<file path="src/rtl/satl_pkg.sv">
// shared types and constants of the set-associative tag lookup
// no dependencies
package satl_pkg;

	localparam int ADDR_W    = 32;
	localparam int LFSR_W    = 16;
	localparam int WAY_OUT_W = 2;

	localparam logic [LFSR_W-1:0] LFSR_TAPS = 16'hB400;
	localparam logic [LFSR_W-1:0] LFSR_ONE  = 16'h0001;

	localparam logic MODE_READ  = 1'b0;
	localparam logic MODE_INVAL = 1'b1;

	typedef struct packed {
		logic hit;
		logic filled;
		logic evicted;
	} lookup_t;

endpackage

</file>
<file path="src/rtl/satl_way_sel.sv">
// way compare and replacement choice for one set row
// depends on satl_pkg
module satl_way_sel #(
	parameter int WAYS  = 4,
	parameter int TAG_W = 26,
	parameter int WAY_W = (WAYS > 1) ? $clog2(WAYS) : 1
) (
	input  logic [WAYS-1:0]            valid_row,
	input  logic [WAYS-1:0][TAG_W-1:0] tag_row,
	input  logic [TAG_W-1:0]           line,
	input  logic [WAY_W-1:0]           victim,
	output satl_pkg::lookup_t          flags,
	output logic [WAY_W-1:0]           sel_way
);
	import satl_pkg::*;

	logic [WAYS-1:0]  match;
	logic [WAY_W-1:0] hit_way;
	logic [WAY_W-1:0] free_way;
	logic             all_valid;

	// scan from the top so the lowest way wins
	always_comb begin
		hit_way  = '0;
		free_way = '0;
		for (int w = WAYS - 1; w >= 0; w--) begin
			match[w] = valid_row[w] && (tag_row[w] == line);
			if (match[w]) begin
				hit_way = WAY_W'(w);
			end
			if (!valid_row[w]) begin
				free_way = WAY_W'(w);
			end
		end
	end

	assign all_valid     = &valid_row;
	assign flags.hit     = |match;
	assign flags.filled  = ~(|match);
	assign flags.evicted = ~(|match) & all_valid;

	always_comb begin
		if (|match) begin
			sel_way = hit_way;
		end else if (all_valid) begin
			sel_way = victim;
		end else begin
			sel_way = free_way;
		end
	end

endmodule

</file>
<file path="config.mk">
export PLATFORM = sky130hd
export DESIGN_NAME = satl_way_sel
export DESIGN_NICKNAME = d
export VERILOG_FILES = /design/src/rtl/satl_pkg.sv /design/src/rtl/satl_way_sel.sv
export SDC_FILE = /design/constraint.sdc
export NUM_CORES = 1
export LEC_CHECK = 0
export ABC_AREA = 0
export BUFFER_PORTS_ARGS = -buffer_cell sky130_fd_sc_hd__buf_4
export CELL_PAD_IN_SITES_DETAIL_PLACEMENT = 1
export CELL_PAD_IN_SITES_GLOBAL_PLACEMENT = 2
export CORE_ASPECT_RATIO = 0.6
export CORE_MARGIN = 5
export CORE_UTILIZATION = 18
export DETAILED_ROUTE_END_ITERATION = 10
export GPL_ROUTABILITY_DRIVEN = 0
export PLACE_DENSITY = 0.88
export SETUP_SLACK_MARGIN = 0.02
export SLEW_MARGIN = 40
export SYNTH_ARGS = -nofsm -noshare
export SYNTH_HDL_FRONTEND = slang
export SYNTH_SLANG_ARGS = --single-unit
</file>
<file path="constraint.sdc">
create_clock -name vclk -period 5.7
set_clock_uncertainty 0.15 [all_clocks]
set_input_delay 1.14 -clock vclk [all_inputs]
set_output_delay 1.14 -clock vclk [all_outputs]
set_load 0.005 [all_outputs]
</file>
==> results.toml <==
[detailed_routing]
drt_iter0_markers = 25
drc_errors = 0
totalWireLength_mm = 6.774
dr_total_vias = 1639
first_pass_iters = 4
antenna_left = 0
viasPerCell = 4.291
avgRoutedWirePerCell_um = 17.73

[global_routing]
grt_pass1_vias = 1804
track_usage_pct = 14.43
gr-total-overflow = 0
grt_pass1_wl_mm = 9.970
antenna_found_initial = 0
grt_max_degree = 5

[layout]
register_area_um2 = 0
drive_above_1_share_pct = 49.15
design.seq.count = 0
syn2layout_area_growth_pct = 90.65
final_nets = 433
multi_input_area_mm2 = 0.001222
diodes = 0
clock_buffers = 0
fillers = 841
final_cell_area_mm2 = 0.002397

[status]
status = "completed"

[placement]
dp_hpwl_mm = 6.422
dp_slack_ns = 1.532
place_area_mm2 = 0.002397
io_buffers = 141

[critical_path]
critPathCaptureType = "primary output"
crit_chain = "buf_4 -> xnor2_1 -> nand4_1 -> nor4_1 -> nand4_1 -> o211ai_1 -> and3_1 -> buf_4"
arrival_ns = 2.89
critPathKind = "primary input to primary output"
required_ns = 4.41
startpoint_type = "primary input"
critical_path.max_fanout = 4
cpMaxStageDelayCell = "nor4_1"
critPathMaxStageDelay_ns = 0.43

[synth]
post_synth.cell_area_avg_um2 = 8.009
synth_cell_types = 17
yosys-top-cells-count = "58 x xnor2_1, 44 x xor2_1, 20 x nand4_1"
synth_top_area_share_pct = 40.40
synth_most_common_cell = "xnor2_1"
synth.area.top_cells = "xnor2_1 40%, xor2_1 31%, nand4_1 10%"
netlist_area_mm2 = 0.001257
synth_cells = 157
ys_warn_count = 0
synth_area_leader_cell = "xnor2_1"
synth-seq-area-share_pct = 0
syn_nets = 293

[cts]
post-cts-setup-buffers = 0
cts_resized = 0
ctsHoldBuffers = 0

[hold_path]
min-delay-start = "valid_row[3]"
hold_depth = 4
hold-path-endpoint = "flags[0]"
hp-class = "primary input to primary output"

[timing]
maxSlewViolCount = 0
rsz0062_at_grt = "false"
worstMarginPinSlew_ns = 0.5312
period_share_pct = 73.38
clock.fmax_mhz = 239.1
setup_viol = 0
maxSlewHeadroom_pct = 64.26
hold_violations = 0
setup_slack_ns = 1.518
fin_crit_ns = 4.182
finalSetupTns_ns = 0

[floorplan]
rows = 23
die_area_mm2 = 0.008812
ios = 141
start_util_pct = 18.67
die_w_um = 117.9
die_h_um = 74.74
core_mm2 = 0.006734

[job]
maxCapViolCount = 0

[power]
ir_worst_vdd_v = 0.00002905
power_density_mw_per_mm2 = 74.32
leakage_uw = 0.001070
## cell usage in the layout (no fill, tap or decap)
master,Yosys,layout
xor2_1,44,44
a21boi_2,1,1
xnor2_1,58,58
nand2_1,4,4
nor2_1,1,1
nand4_2,1,1
o21ai_0,1,1
inv_1,2,2
o211ai_1,1,1
nor4_1,12,12
nand4_1,20,20
nor3_1,5,5
xnor2_2,2,2
a21bo_1,1,1
and3_1,1,1
buf_4,0,141
## stage by stage
step | std cells | total power (µW) | util, % | hold WS [ns]
global route | 382 | 193.7 | 35.60 | 2.536
CTS | 382 | 181.9 | 35.60 | 2.499
global placement | 382 | 178.3 | 35.60 | 2.491
floorplan | 157 | 70.57 | - | 2.231
finish | 382 | 178.2 | 35.60 | 2.495
detailed placement | 382 | 181.0 | 35.60 | 2.499
## critical path: cells and delay by family
kind            cells  cell delay [ns]
xor+xnor            1             0.26
buf+inv             2             0.26
compound gates      1             0.18
simple gates        4             1.05
## logic make-up after synthesis
| group | after synthesis | share of synthesized area [%] |
|---|---|---|
| xor+xnor | 104 | 73.63 |
| simple gates | 44 | 20.89 |
| buf+inv | 5 | 2.786 |
| compound gates | 4 | 2.686 |
## metal layers
metal	up-vias	track usage (%)	share of wire [%]
li1	820	-	-
met3	0	3.529	8.4
met2	81	24.37	44
met5	-	0	0
met4	0	0	0
met1	738	20.13	47
## power breakdown
part	switching, µW	internal [µW]
logic	70.9	107
clock network	0	0
registers	0	0
## worst max-delay path by stage
stage                 start          to  slack, ns  cells after the start
floorplan           line[2]  sel_way[0]       2.22                      7
global placement    line[0]  sel_way[0]       1.55                      8
detailed placement  line[0]  sel_way[1]       1.53                      8
CTS                 line[0]  sel_way[1]       1.49                      8
global route        line[0]  sel_way[1]       1.35                      8
finish              line[0]  sel_way[1]       1.52                      8
## area by class of cell
| class | instances | share of cell area [%] |
|---|---|---|
| inverter | 2 | 0.3132 |
| timing repair buffer | 141 | 44.15 |
| multi-input combinational | 152 | 50.99 |
| tap | 87 | 4.541 |
Power figures use the tool's default switching activity.
